### src/rtl/im2col_pkg.sv
// ----------------------------------------------------------------------------
// im2col address generator package
// shared types, register indexes and limits of the patch address generator
// ----------------------------------------------------------------------------
`default_nettype none

package im2col_pkg;

  localparam int unsigned MaxWidth  = 256;
  localparam int unsigned MaxHeight = 256;
  localparam int unsigned MaxKernel = 8;
  localparam int unsigned MaxBatch  = 16;

  localparam int unsigned CfgIdxW  = 3;
  localparam int unsigned CfgDataW = 9;
  localparam int unsigned IdxW     = 20;
  localparam int unsigned CoordW   = 10;

  typedef enum logic [CfgIdxW-1:0] {
    CfgImageWidth  = 3'd0,
    CfgImageHeight = 3'd1,
    CfgKernelSize  = 3'd2,
    CfgPadAmount   = 3'd3,
    CfgStepSize    = 3'd4,
    CfgBatchCount  = 3'd5
  } cfg_reg_e;

  // window snapshot handed to the tap datapath
  typedef struct packed {
    logic [CoordW-1:0] x;
    logic [CoordW-1:0] y;
    logic [IdxW-1:0]   base;
    logic [IdxW-1:0]   row;
    logic              last_win;
  } window_t;

  typedef struct packed {
    logic [IdxW-1:0] source_index;
    logic            is_padding;
    logic [5:0]      tap_position;
    logic [IdxW-1:0] patch_row;
    logic            last_tap;
    logic            last_window;
  } tap_t;

endpackage

`default_nettype wire

### src/rtl/im2col_address_generator.sv
// ----------------------------------------------------------------------------
// im2col address generator
// convolution patch address generator over a batch of padded images
// ----------------------------------------------------------------------------
// Each request yields one tap per kernel position, the square of the kernel
// side, one per cycle while the output is taken; the pace is set by the tap
// counter that walks the kernel. The next request is taken in the cycle that
// issues the last tap of the current window, and the output register lets a
// tap wait while the next one is being formed, so windows follow without gaps.
`default_nettype none

module im2col_address_generator (
  input  logic        clk_i,
  input  logic        rst_ni,
  input  logic        cfg_we_i,
  input  logic [2:0]  cfg_index_i,
  input  logic [8:0]  cfg_data_i,
  input  logic        in_valid_i,
  output logic        in_ready_o,
  input  logic        restart_i,
  output logic        out_valid_o,
  input  logic        out_ready_i,
  output logic [19:0] source_index_o,
  output logic        is_padding_o,
  output logic [5:0]  tap_position_o,
  output logic [19:0] patch_row_o,
  output logic        last_tap_o,
  output logic        last_window_o
);

  // configuration
  logic [8:0] width_q, height_q;
  logic [3:0] ksize_q, step_q;
  logic [2:0] pad_q;
  logic [4:0] batch_q;

  always_ff @(posedge clk_i or negedge rst_ni) begin
    if (!rst_ni) begin
      width_q  <= 9'd28;
      height_q <= 9'd28;
      ksize_q  <= 4'd3;
      pad_q    <= 3'd1;
      step_q   <= 4'd1;
      batch_q  <= 5'd1;
    end else if (cfg_we_i) begin
      case (cfg_index_i)
        im2col_pkg::CfgImageWidth:  width_q  <= cfg_data_i;
        im2col_pkg::CfgImageHeight: height_q <= cfg_data_i;
        im2col_pkg::CfgKernelSize:  ksize_q  <= cfg_data_i[3:0];
        im2col_pkg::CfgPadAmount:   pad_q    <= cfg_data_i[2:0];
        im2col_pkg::CfgStepSize:    step_q   <= cfg_data_i[3:0];
        im2col_pkg::CfgBatchCount:  batch_q  <= cfg_data_i[4:0];
        default: ;
      endcase
    end
  end

  logic [8:0] w_eff, h_eff;
  logic [3:0] k_eff, s_eff;
  logic [4:0] b_eff;

  always_comb begin
    w_eff = (width_q == '0) ? 9'd1 :
            (width_q > 9'(im2col_pkg::MaxWidth)) ? 9'(im2col_pkg::MaxWidth) : width_q;
    h_eff = (height_q == '0) ? 9'd1 :
            (height_q > 9'(im2col_pkg::MaxHeight)) ? 9'(im2col_pkg::MaxHeight) : height_q;
    k_eff = (ksize_q == '0) ? 4'd1 :
            (ksize_q > 4'(im2col_pkg::MaxKernel)) ? 4'(im2col_pkg::MaxKernel) : ksize_q;
    s_eff = (step_q == '0) ? 4'd1 : step_q;
    b_eff = (batch_q == '0) ? 5'd1 :
            (batch_q > 5'(im2col_pkg::MaxBatch)) ? 5'(im2col_pkg::MaxBatch) : batch_q;
  end

  // window walk state
  logic [9:0]  wx_q, wy_q, wx_d, wy_d;
  logic [19:0] base_q, row_q, base_d, row_d;
  logic [4:0]  bidx_q, bidx_d;

  logic [9:0]  neg_pad;
  logic [9:0]  cur_x, cur_y;
  logic [19:0] cur_base, cur_row;
  logic [4:0]  cur_bidx;
  logic signed [11:0] row_sum, col_sum, row_lim, col_lim;
  logic        row_end, col_end, img_end, last_win;
  logic [17:0] area;

  logic in_accept;
  logic busy_q;
  logic issue;

  im2col_pkg::window_t win_q;
  im2col_pkg::tap_t    tap;
  logic [2:0] kx_q, ky_q;

  assign neg_pad  = 10'd0 - {7'b0, pad_q};
  assign cur_x    = restart_i ? neg_pad : wx_q;
  assign cur_y    = restart_i ? neg_pad : wy_q;
  assign cur_base = restart_i ? '0 : base_q;
  assign cur_row  = restart_i ? '0 : row_q;
  assign cur_bidx = restart_i ? '0 : bidx_q;

  assign row_sum = {{2{cur_x[9]}}, cur_x} + {8'b0, s_eff} + {8'b0, k_eff};
  assign col_sum = {{2{cur_y[9]}}, cur_y} + {8'b0, s_eff} + {8'b0, k_eff};
  assign row_lim = {3'b0, w_eff} + {9'b0, pad_q};
  assign col_lim = {3'b0, h_eff} + {9'b0, pad_q};
  assign row_end = row_sum > row_lim;
  assign col_end = col_sum > col_lim;
  assign img_end = ({1'b0, cur_bidx} + 6'd1) >= {1'b0, b_eff};
  assign last_win = row_end && col_end && img_end;
  assign area     = w_eff * h_eff;

  always_comb begin
    wx_d   = cur_x;
    wy_d   = cur_y;
    base_d = cur_base;
    row_d  = cur_row + 20'd1;
    bidx_d = cur_bidx;
    if (last_win) begin
      wx_d   = neg_pad;
      wy_d   = neg_pad;
      base_d = '0;
      row_d  = '0;
      bidx_d = '0;
    end else if (!row_end) begin
      wx_d = cur_x + {6'b0, s_eff};
    end else if (!col_end) begin
      wx_d = neg_pad;
      wy_d = cur_y + {6'b0, s_eff};
    end else begin
      wx_d   = neg_pad;
      wy_d   = neg_pad;
      base_d = cur_base + {2'b0, area};
      bidx_d = cur_bidx + 5'd1;
    end
  end

  always_ff @(posedge clk_i or negedge rst_ni) begin
    if (!rst_ni) begin
      wx_q   <= 10'h3FF;
      wy_q   <= 10'h3FF;
      base_q <= '0;
      row_q  <= '0;
      bidx_q <= '0;
    end else if (in_accept) begin
      wx_q   <= wx_d;
      wy_q   <= wy_d;
      base_q <= base_d;
      row_q  <= row_d;
      bidx_q <= bidx_d;
    end
  end

  // tap walk over the accepted window
  assign issue      = busy_q && (!out_valid_o || out_ready_i);
  assign in_ready_o = !busy_q || (issue && tap.last_tap);
  assign in_accept  = in_valid_i && in_ready_o;

  always_ff @(posedge clk_i) begin
    if (in_accept) begin
      win_q <= '{x: cur_x, y: cur_y, base: cur_base, row: cur_row, last_win: last_win};
    end
  end

  always_ff @(posedge clk_i or negedge rst_ni) begin
    if (!rst_ni) begin
      busy_q <= 1'b0;
      kx_q   <= '0;
      ky_q   <= '0;
    end else if (in_accept) begin
      busy_q <= 1'b1;
      kx_q   <= '0;
      ky_q   <= '0;
    end else if (issue) begin
      if (tap.last_tap) begin
        busy_q <= 1'b0;
      end else if ({1'b0, kx_q} == (k_eff - 4'd1)) begin
        kx_q <= '0;
        ky_q <= ky_q + 3'd1;
      end else begin
        kx_q <= kx_q + 3'd1;
      end
    end
  end

  im2col_tap_calc u_tap_calc (
    .win_i    (win_q),
    .kx_i     (kx_q),
    .ky_i     (ky_q),
    .width_i  (w_eff),
    .height_i (h_eff),
    .ksize_i  (k_eff),
    .tap_o    (tap)
  );

  // output register
  im2col_pkg::tap_t out_q;
  logic             out_valid_q;

  always_ff @(posedge clk_i or negedge rst_ni) begin
    if (!rst_ni) begin
      out_valid_q <= 1'b0;
    end else if (issue) begin
      out_valid_q <= 1'b1;
    end else if (out_ready_i) begin
      out_valid_q <= 1'b0;
    end
  end

  always_ff @(posedge clk_i) begin
    if (issue) begin
      out_q <= tap;
    end
  end

  assign out_valid_o    = out_valid_q;
  assign source_index_o = out_q.source_index;
  assign is_padding_o   = out_q.is_padding;
  assign tap_position_o = out_q.tap_position;
  assign patch_row_o    = out_q.patch_row;
  assign last_tap_o     = out_q.last_tap;
  assign last_window_o  = out_q.last_window;

  // assertions
  a_accept_starts_walk : assert property (@(posedge clk_i) disable iff (!rst_ni)
    in_accept |=> busy_q && (kx_q == 3'd0) && (ky_q == 3'd0))
    else $error("tap walk not restarted on request");

  a_stall_holds_walk : assert property (@(posedge clk_i) disable iff (!rst_ni)
    (busy_q && !issue && !in_accept) |=> busy_q && $stable(kx_q) && $stable(ky_q))
    else $error("tap walk moved while output stalled");

  a_pad_zero_index : assert property (@(posedge clk_i) disable iff (!rst_ni)
    (out_valid_o && is_padding_o) |-> (source_index_o == '0))
    else $error("padding tap with nonzero index");

endmodule

`default_nettype wire

### src/rtl/im2col_tap_calc.sv
// ----------------------------------------------------------------------------
// im2col tap calculation
// source index, padding flag and tap position of one kernel tap of a window
// ----------------------------------------------------------------------------
`default_nettype none

module im2col_tap_calc (
  input  im2col_pkg::window_t win_i,
  input  logic [2:0]          kx_i,
  input  logic [2:0]          ky_i,
  input  logic [8:0]          width_i,
  input  logic [8:0]          height_i,
  input  logic [3:0]          ksize_i,
  output im2col_pkg::tap_t    tap_o
);

  logic [10:0] x;
  logic [10:0] y;
  logic        pad;
  logic [17:0] row_off;
  logic [19:0] idx;
  logic [6:0]  kprod;
  logic [6:0]  tap_pos;

  // coordinates carry a sign bit on top
  assign x = {win_i.x[9], win_i.x} + {8'b0, kx_i};
  assign y = {win_i.y[9], win_i.y} + {8'b0, ky_i};

  assign pad = x[10] || (x[9:0] >= {1'b0, width_i}) ||
               y[10] || (y[9:0] >= {1'b0, height_i});

  assign row_off = y[8:0] * width_i;
  assign idx     = win_i.base + {2'b0, row_off} + {11'b0, x[8:0]};

  assign kprod   = {4'b0, ky_i} * {3'b0, ksize_i};
  assign tap_pos = kprod + {4'b0, kx_i};

  always_comb begin
    tap_o.source_index = pad ? '0 : idx;
    tap_o.is_padding   = pad;
    tap_o.tap_position = tap_pos[5:0];
    tap_o.patch_row    = win_i.row;
    tap_o.last_tap     = ({1'b0, kx_i} == (ksize_i - 4'd1)) &&
                         ({1'b0, ky_i} == (ksize_i - 4'd1));
    tap_o.last_window  = win_i.last_win;
  end

endmodule

`default_nettype wire

### config.mk
export PLATFORM = sky130hd
export DESIGN_NAME = im2col_address_generator
export DESIGN_NICKNAME = d
export VERILOG_FILES = /design/src/rtl/im2col_pkg.sv /design/src/rtl/im2col_address_generator.sv /design/src/rtl/im2col_tap_calc.sv
export SDC_FILE = /design/constraint.sdc
export NUM_CORES = 1
export LEC_CHECK = 0
export BUFFER_PORTS_ARGS = -buffer_cell sky130_fd_sc_hd__buf_2
export CORE_ASPECT_RATIO = 1.2
export CORE_MARGIN = 2
export CORE_UTILIZATION = 55
export CTS_CLUSTER_SIZE = 40
export DETAILED_ROUTE_END_ITERATION = 12
export GPL_ROUTABILITY_DRIVEN = 0
export PLACE_DENSITY_LB_ADDON = 0.15
export SLEW_MARGIN = 20
export SYNTH_ARGS = -nofsm -noshare
export SYNTH_HDL_FRONTEND = slang
export SYNTH_HIERARCHICAL = 1
export SYNTH_SLANG_ARGS = --single-unit
export TNS_END_PERCENT = 50
### constraint.sdc
create_clock -name clk_i -period 16.3 [get_ports clk_i]
set_clock_uncertainty 0.15 [all_clocks]
set_input_delay 1.63 -clock clk_i [delete_from_list [all_inputs] [get_ports clk_i]]
set_output_delay 1.63 -clock clk_i [all_outputs]
set_load 0.03 [all_outputs]
## Word level (Yosys, flattened, before mapping)

Index checks and enable logic that the tools add are counted.

| operators by class | value |
|---|---|
| equal/unequal tests | 8 |
| order comparisons | 9 |
| multiply operators | 3 |
| add/subtract/negate cells | 21 |
| reductions and logical operators | 32 |
| muxes and demuxes | 39 |

Operators with widths:

| cell | count |
|---|---|
| $mux 20 | 6 |
| $mux 10 | 7 |
| $add 20x18->20 | 2 |
| $mul 9x9->18 | 2 |
| $mux 9 | 4 |
| $mux 5 | 6 |
| $add 11x5->12 | 2 |
| $gt 12x11->1 | 2 |
| $mux 3 | 8 |
| $add 10x4->11 | 2 |
| $add 10x5->11 | 2 |
| $add 10x4->10 | 2 |
| $add 20x1->20 const B | 1 |
| $add 20x9->20 | 1 |
| $add 9x3->10 | 2 |
| $ge 10x9->1 | 2 |
| $gt 9x9->1 const B | 2 |
| $logic_not 9->1 | 2 |
| $reduce_and 2->1 | 8 |
| $mux 4 | 3 |
| $eq 3x4->1 | 2 |
| $logic_not 4->1 | 2 |
| $reduce_bool 2->1 | 4 |
| $add 3x1->3 const B | 2 |
| other kinds (20) | 36 |

| word-level totals | value |
|---|---|
| word-level logic and storage cells | 138 |
| flip-flop bits (word level) | 217 |

## Depth between registers and ports, before layout

Gate-level depths: netlist of the first run.

| depth | value |
|---|---|
| depth after elaboration | 11 |
| depth in mapped cells | 26 |
| gate-level depth less buffers | 24 |

## Cells and area by module

Netlist of the first run, hierarchy kept.

By module, submodules not included:

| module | cells an instance | area an instance (µm²) | times used |
|---|---|---|---|
| im2col_address_generator | 1356 | 14283.7 | 1 |
| im2col_tap_calc | 636 | 5175.0 | 1 |

## Worst setup path before layout of the first run

No wires, ideal clock.

| timing | value |
|---|---|
| kind | input to register |
| from | input restart_i |
| to | register base_q[10] |
| stages on the path | 24 |
| slack | 9.246 ns |
| path buffers | 7 |
| arrival | 6.784 ns |
| required time | 16.029 ns |
| library setup time | 0.121 ns |
| cell sequence | buf_2 clkbuf_1 clkbuf_1 clkbuf_1 buf_1 o21ai_0 fa_1 ha_1 fa_1 a21o_1 a21oi_1 nor3_1 or2_2 ha_1 a211oi_1 o21ai_1 nor2_1 a211o_1 a21o_1 buf_4 nor2_4 o21ai_1 buf_2 a22o_1 |

| on the way | value |
|---|---|
| cells in the longest elaborated chain, start to end | 7 |
| elaborated cells on any way between the ends | 18 |

Ends and longest elaborated chain:

| element | RTL line | RTL |
|---|---|---|
| start, declared | im2col_address_generator.sv:20 | `input logic restart_i,` |
| $mux 10 * | im2col_address_generator.sv:96 | `assign cur_x = restart_i ? neg_pad : wx_q;` |
| via cur_x[0] | im2col_address_generator.sv:80 | `logic [9:0] cur_x, cur_y;` |
| $add 10x5->11 * | im2col_address_generator.sv:102 | `assign row_sum = {{2{cur_x[9]}}, cur_x} + {8'b0, s_eff} + {8'b0, k_eff};` |
| $add 11x5->12 * | im2col_address_generator.sv:102 |  |
| $gt 12x11->1 * | im2col_address_generator.sv:106 | `assign row_end = row_sum > row_lim;` |
| $logic_and 1x1->1 (2 in a row) | im2col_address_generator.sv:109 | `assign last_win = row_end && col_end && img_end;` |
| $mux 20 * | im2col_address_generator.sv:118 | `if (last_win) begin` |
| end signal, assigned | im2col_address_generator.sv:147 | `base_q <= base_d;` |
| end, declared | im2col_address_generator.sv:76 | `logic [19:0] base_q, row_q, base_d, row_d;` |

Mark *: on every way through the listed nets, which the timed path passes. The rest lies on a longest branch.
A chain may end at the register's enable or synchronous reset.

## Worst setup path in the final report of the first run

| timing | value |
|---|---|
| from | input restart_i |
| to | register row_q[9] |

| on the way | value |
|---|---|
| cells in the longest elaborated chain, start to end | 7 |
| elaborated cells on any way between the ends | 16 |

Ends and longest elaborated chain:

| element | RTL line | RTL |
|---|---|---|
| $mux 10 | im2col_address_generator.sv:97 | `assign cur_y = restart_i ? neg_pad : wy_q;` |
| via cur_y[3] | im2col_address_generator.sv:80 |  |
| $add 10x5->11 | im2col_address_generator.sv:103 | `assign col_sum = {{2{cur_y[9]}}, cur_y} + {8'b0, s_eff} + {8'b0, k_eff};` |
| $add 11x5->12 | im2col_address_generator.sv:103 |  |
| $gt 12x11->1 | im2col_address_generator.sv:107 | `assign col_end = col_sum > col_lim;` |
| $logic_and 1x1->1 (2 in a row) | im2col_address_generator.sv:109 |  |
| $mux 20 | im2col_address_generator.sv:118 |  |
| end signal, assigned | im2col_address_generator.sv:148 | `row_q <= row_d;` |
| end, declared | im2col_address_generator.sv:76 |  |

The timed path passes the listed nets, and every way through them passes these cells.

==> results of run 1 <==
-- state kept, by name (all words and copies together) (netlist names), 5 cells and up --
signal,count
wy_q,10
bidx_q,5
width_q,9
win_q,61
tap_position_o,6
patch_row_o,20
base_q,20
row_q,20
wx_q,10
height_q,9
source_index_o,20
batch_q,5
-- layout make-up --
class / instances / area, um^2 / area share (%)
multi-input cells: 1395 / 11920 / 57.05
clock buffers: 31 / 668.1 / 3.198
clock inverters: 13 / 145.1 / 0.6947
inverters: 299 / 1122 / 5.372
well taps: 462 / 578.1 / 2.767
repair buffers: 81 / 440.4 / 2.108
flip-flops and latches: 217 / 6020 / 28.81
-- cell families after synthesis --
| logic type | share of synthesized area, % |
|---|---|
| other | 0.01927 |
| multiplexers | 2.469 |
| AND/OR/NAND/NOR | 14.49 |
| XOR/XNOR | 3.826 |
| adder cells (fa/ha/maj) | 28.67 |
| buffers and inverters | 7.993 |
| flip-flops | 30.93 |
| AO/OA/AOI/OAI | 11.61 |
-- metal layers --
layer,vias to the layer above,global-route usage [%],wire length (um)
met5,-,0,0
met4,0,8.948,1675
met3,103,3.030,2885
met2,470,43.76,21830
met1,6873,34.02,19150
li1,6684,-,-
-- how the worst min path moves through the flow --
stage / start / end / slack (ps) / depth (start not counted)
2_1_floorplan: row_q[15] / row_q[15] / 290 / 1
3_3_place_gp: win_q[8] / patch_row_o[7] / 250 / 0
3_5_place_dp: win_q[4] / patch_row_o[3] / 260 / 0
4_1_cts: win_q[8] / patch_row_o[7] / 270 / 0
5_1_grt: win_q[2] / patch_row_o[1] / 280 / 0
6_report: win_q[8] / patch_row_o[7] / 270 / 0
-- power by group through the flow --
stage | combinational [W] | sequential (W) | clock (W)
final | 0.00307 | 0.000800 | 0.000560
after global routing | 0.00353 | 0.000811 | 0.000594
after CTS | 0.00306 | 0.000798 | 0.000573
after detailed placement | 0.00304 | 0.000808 | 0
after global placement | 0.00296 | 0.000805 | 0
after floorplan | 0.00238 | 0.000826 | 0
-- per-stage QoR --
step / power [W] / std cells
final: 0.004431 / 2498
after detailed placement: 0.003851 / 2454
after floorplan: 0.003210 / 1993
after global routing: 0.004940 / 2498
after CTS: 0.004434 / 2498
after global placement: 0.003769 / 2454
-- cell usage in the layout, fill, tap and decap left out, types with 47 or more instances in the layout --
master and n:
inv_1 290, ha_1 193, nand2_1 192, fa_1 158, nor2_1 131, edfxtp_1 110, dfrtp_1 76, a21oi_1 69
buf_2 67, xnor2_1 56, and2_1 48, o21ai_1 47
==> results_dict.tcl, run 1 <==
set metrics [dict create \
    outcome "finished clean" \
    die_w_um 175.7 \
    core_mm2 0.03491 \
    yosys.area.top_type "edfxtp_1" \
    dpl.hpwl_mm 35.34 \
    finalInstanceArea_mm2 0.02089 \
    drtIter0Drc 977 \
    fillers 3010 \
    path_delay_family "compound AO/OA/AOI/OAI gates" \
    nets 2387 \
    rr_startpoint "win_q[41]" \
    slew_viol_final 0 \
    ctsHoldBuffers 0 \
    finalSetupViolCount 0 \
    grt_overflow 0 \
    path_cells "buf_2, buf_4, or4b_4, o21a_1, fa_1, ha_1, a21o_1, a21oi_1, inv_1, nand2_1, xor2_1, o22ai_1, ha_1, nor3_1, nor2_1, o32a_1, o221ai_4, a2111oi_4, buf_4, or2_4, or4_1, o21ai_1" \
    reg2reg_slack_ps 8980 \
    period_needed_ps 7664 \
    antenna_found_initial 0 \
    clockPowerShare_pct 12.6 \
    min_path_type "reg -> reg" \
    grt_pass1_vias 14150 \
    initial_core_util_pct 55.74 \
    io_buffer_count 68 \
    crit_path_end "row_q[9]" \
    cts_buffers 24 \
    cp.required_ps 16630 \
    max-clock-path-buffers 3 \
    io_pins 69 \
    internal_power_w 0.002275 \
    critPathCaptureType "flop" \
    slowest_delay_ps 660 \
    drive_above_1_share_pct 10.85 \
    path_max_fanout 53 \
    fin_hold_ws_ps 267.3 \
    cts-root-buf "clkbuf_16" \
    relSlewSlack_pct 26.44 \
    reg2regPathDepth 22 \
    clkLatencyLatePin_ps 560 \
    drt-vias-per-instance 5.657 \
    yosysMostFrequentCell "inv_1" \
    clock-sinks 217 \
    drtPass1Iterations 6 \
    cts_setup_buffers 0 \
    vias 14130 \
    placed_cell_area_mm2 0.02006 \
    yosysSeqAreaShare_pct 30.93 \
    leakagePower_nw 9.975 \
    worstMarginPinSlew_ps 1101 \
    syn_avg_cell_area_um2 9.768 \
    synthTopCellsByArea "edfxtp_1, fa_1, ha_1, dfrtp_1, inv_1" \
    p_sw_w 0.002157 \
    hold_viol_final 0 \
    cts_tree "done" \
    syn2layout_area_growth_pct 7.362 \
    startpoint_type "input pin" \
    p_comb_share_pct 69.3 \
    worst_slack_ps 8636 \
    post-route-util_pct 59.85 \
    wirelength_mm 45.54 \
    drc 0 \
    fin_tns_setup_ps 0 \
    pwr-share-seq_pct 18.0 \
    dieHeight_um 210.0 \
    diodes 0 \
    yosysWarningCount 6 \
    grt_pass1_wl_mm 74.70 \
    clk_pin_slew_worst_paths_ps 60 \
    synthesis.instances 1992 \
    power_density_mw_per_mm2 212.1 \
    max_freq_mhz 130.5 \
    reg2reg_to "source_index_o[19]" \
    netlist_area_mm2 0.01946 \
    peakVddDrop_v 0.0001933 \
    crit_arrival_ps 7990 \
    path_depth 22 \
    ys.flop_type "edfxtp_1" \
    synth.distinct_cells 93 \
    crit_type "in -> reg" \
    maxCapViolCount 0 \
    post-route-period-util_pct 47.02 \
    synth_edf_count 110 \
    htree_levels 1 \
    cp-startpoint "restart_i" \
    ys_ff_latch 217 \
    post_cts_resized 0 \
    ys_async_sr_fraction_pct 49.31 \
    grt_util_all_layers_pct 25.66 \
    antenna_left 0 \
    crit_buf_inv 4 \
    num_rows 75 \
    rsz0062_at_grt "no" \
    crit_slowest_cell "or4b_4" \
    synth_top_area_share_pct 16.98 \
    switching_share_pct 48.67 \
    ys_top_cells_by_count "inv_1, ha_1, nand2_1" \
    wl_per_cell_um 18.23 \
    dieArea_mm2 0.03691 \
    dp_slack_ps 8170 \
    grt_max_degree 68 \
]
No activity file was read; power rests on OpenSTA's default activity.
==> run 2, diff against run 1 <==
--- a/config.mk
+++ b/config.mk
@@ -5,6 +5,7 @@
 export SDC_FILE = /design/constraint.sdc
 export NUM_CORES = 1
 export LEC_CHECK = 0
+export ABC_AREA = 1
 export BUFFER_PORTS_ARGS = -buffer_cell sky130_fd_sc_hd__buf_2
 export CORE_ASPECT_RATIO = 1.2
 export CORE_MARGIN = 2
==> constraint.sdc (replaced) <==
create_clock -name clk_i -period 7.9 [get_ports clk_i]
set_clock_uncertainty 0.15 [all_clocks]
set_input_delay 0.79 -clock clk_i [delete_from_list [all_inputs] [get_ports clk_i]]
set_output_delay 0.79 -clock clk_i [all_outputs]
set_load 0.03 [all_outputs]
==> run 2 against run 1 <==
Net effect: non-clock buffer count grew 1; register-to-register slack lost 7600 ps; first-iteration DRC count shrank 4.6%; setup slack lost 7300 ps; synthesized area grew 4.8%; critical path type is now reg -> reg; largest cell class unchanged.
==> results_dict.tcl, run 2 <==
set metrics [dict create \
    drt-vias-per-instance 5.280 \
    critPathCaptureType "flop" \
    wirelength_mm 50.46 \
    maxCapViolCount 0 \
    grt_pass1_wl_mm 82.97 \
    synth.distinct_cells 58 \
    crit_slowest_cell "fa_1" \
    drtPass1Iterations 8 \
    cts_buffers 25 \
    post_cts_resized 0 \
    synthTopCellsByArea "edfxtp_1, fa_1, nand2_1, ha_1, dfrtp_1" \
    min_path_type "in -> async" \
    cp.required_ps 8210 \
    slew_viol_final 0 \
    finalSetupViolCount 0 \
    outcome "finished clean" \
    hold_viol_final 0 \
    nets 2874 \
    grt_pass1_vias 16350 \
    dpl.hpwl_mm 40.35 \
    multiInputGateArea_mm2 0.01212 \
    worstMarginPinSlew_ps 1101 \
    htree_levels 1 \
    synthesis.instances 2462 \
    dieHeight_um 214.9 \
    syn2layout_area_growth_pct 7.236 \
    cts_setup_buffers 0 \
    netlist_area_mm2 0.02039 \
    crit_arrival_ps 6850 \
    grt_max_degree 69 \
    relSlewSlack_pct 25.58 \
    dieArea_mm2 0.03863 \
    drc 0 \
    wl_per_cell_um 16.82 \
    ys_async_sr_fraction_pct 49.31 \
    post-route-period-util_pct 82.82 \
    max_freq_mhz 152.8 \
    synth_top_area_share_pct 16.20 \
    synth_edf_count 110 \
    vias 15840 \
    layout_common_cells "nand2_1, inv_1, nor2_1, ha_1, fa_1" \
    yosysSeqAreaShare_pct 29.53 \
    yosys.area.top_type "edfxtp_1" \
    initial_core_util_pct 55.54 \
    io_pins 69 \
    clkLatencyLatePin_ps 570 \
    grt_overflow 0 \
    fillers 3235 \
    worst_slack_ps 1358 \
    antenna_left 0 \
    num_rows 77 \
    top_register "win_q" \
    ctsHoldBuffers 0 \
    period_needed_ps 6542 \
    peakVddDrop_v 0.0003772 \
    antenna_found_initial 2 \
    grt_util_all_layers_pct 26.83 \
    clock-sinks 217 \
    ys_top_cells_by_count "nand2_1, inv_1, nor2_1" \
    drive_above_1_share_pct 8.994 \
    startpoint_type "flop" \
    dp_slack_ps 1390 \
    rsz0062_at_grt "no" \
    cts-root-buf "clkbuf_16" \
    layout_commonest_cell "nand2_1" \
    slowest_delay_ps 560 \
    path_max_fanout 8 \
    ys.flop_type "edfxtp_1" \
    reg2reg_slack_ps 1360 \
    ys_ff_latch 217 \
    ff_latch_area_mm2 0.006020 \
    syn_avg_cell_area_um2 8.280 \
    leakagePower_nw 11.57 \
    max-clock-path-buffers 3 \
    clk_pin_slew_worst_paths_ps 60 \
    fin_tns_setup_ps 0 \
    power_density_mw_per_mm2 414.4 \
    crit_type "reg -> reg" \
    yosysWarningCount 6 \
    drtIter0Drc 932 \
    io_buffer_count 68 \
    cts_tree "done" \
    die_w_um 179.8 \
    yosysMostFrequentCell "nand2_1" \
    largest_reg_flops 61 \
    core_mm2 0.03671 \
]
==> run 2: path summary, 6_finish.rpt <==
| path | cells past startpoint | from | end |
|---|---|---|---|
| setup / recovery | 25 | height_q[1] | base_q[18] |
| hold / removal | 1 | rst_ni | row_q[8] |
| setup reg to reg | 25 | height_q[1] | base_q[18] |
| hold reg to reg | 0 | win_q[1] | patch_row_o[0] |
| max in group asynchronous | 2 | rst_ni | pad_q[2] |
| min in group clk_i | 0 | win_q[1] | patch_row_o[0] |
==> run 2: cell families (layout without fill, tap and decap cells) <==
logic type	Yosys count	in the layout	share of synthesized area, %
fa+ha+maj	351	351	27.36
xor+xnor	102	102	4.382
simple gates	1012	1012	21.16
compound gates	220	220	6.426
other cells	1	3	0.01840
flops	217	217	29.53
buf+inv	559	620	11.13
==> run 2: per-layer routing <==
layer	wire length, um	vias up	global-route usage, %
li1	-	7692	-
met1	20050	7545	32.02
met2	25140	451	47.09
met3	2646	146	4.237
met4	2608	2	13.22
met5	13	-	0
==> run 2: worst max-delay path, delay by kind of cell (launching register included) <==
kind                     cells  cell delay, ps
adder cells (fa/ha/maj)      6            2900
buffers and inverters        4             590
AND/OR/NAND/NOR             15            2410
flip-flops                   1             390
==> run 2: final cells by class <==
class / count / share of cell area, %
well taps: 474 / 2.713
inverters: 492 / 8.476
clock buffers: 35 / 3.274
clock inverters: 11 / 0.4979
repair buffers: 82 / 2.049
flip-flops and latches: 217 / 27.54
multi-input cells: 1687 / 55.44
diodes: 1 / 0.01145
==> run 2: where the power goes <==
group	leakage (nW)	internal (W)	switching (W)	total, W
Combinational	8.83	0.00221	0.00400	0.00621
Sequential	2.33	0.00152	0.000163	0.00168
Clock	0.403	0.000673	0.000499	0.00117
==> run 2: metrics by stage <==
stage,total power (W),instance area (um^2),hold slack (ps),cells,utilization (%)
final,0.009059,21860,105.7,2999,59.56
after global routing,0.009978,21860,132.1,2998,59.55
after CTS,0.009086,21860,101.5,2998,59.55
after detailed placement,0.007872,21030,255.2,2952,57.30
after global placement,0.007714,21030,255.5,2952,57.30
after floorplan,0.006450,20390,282.6,2463,-
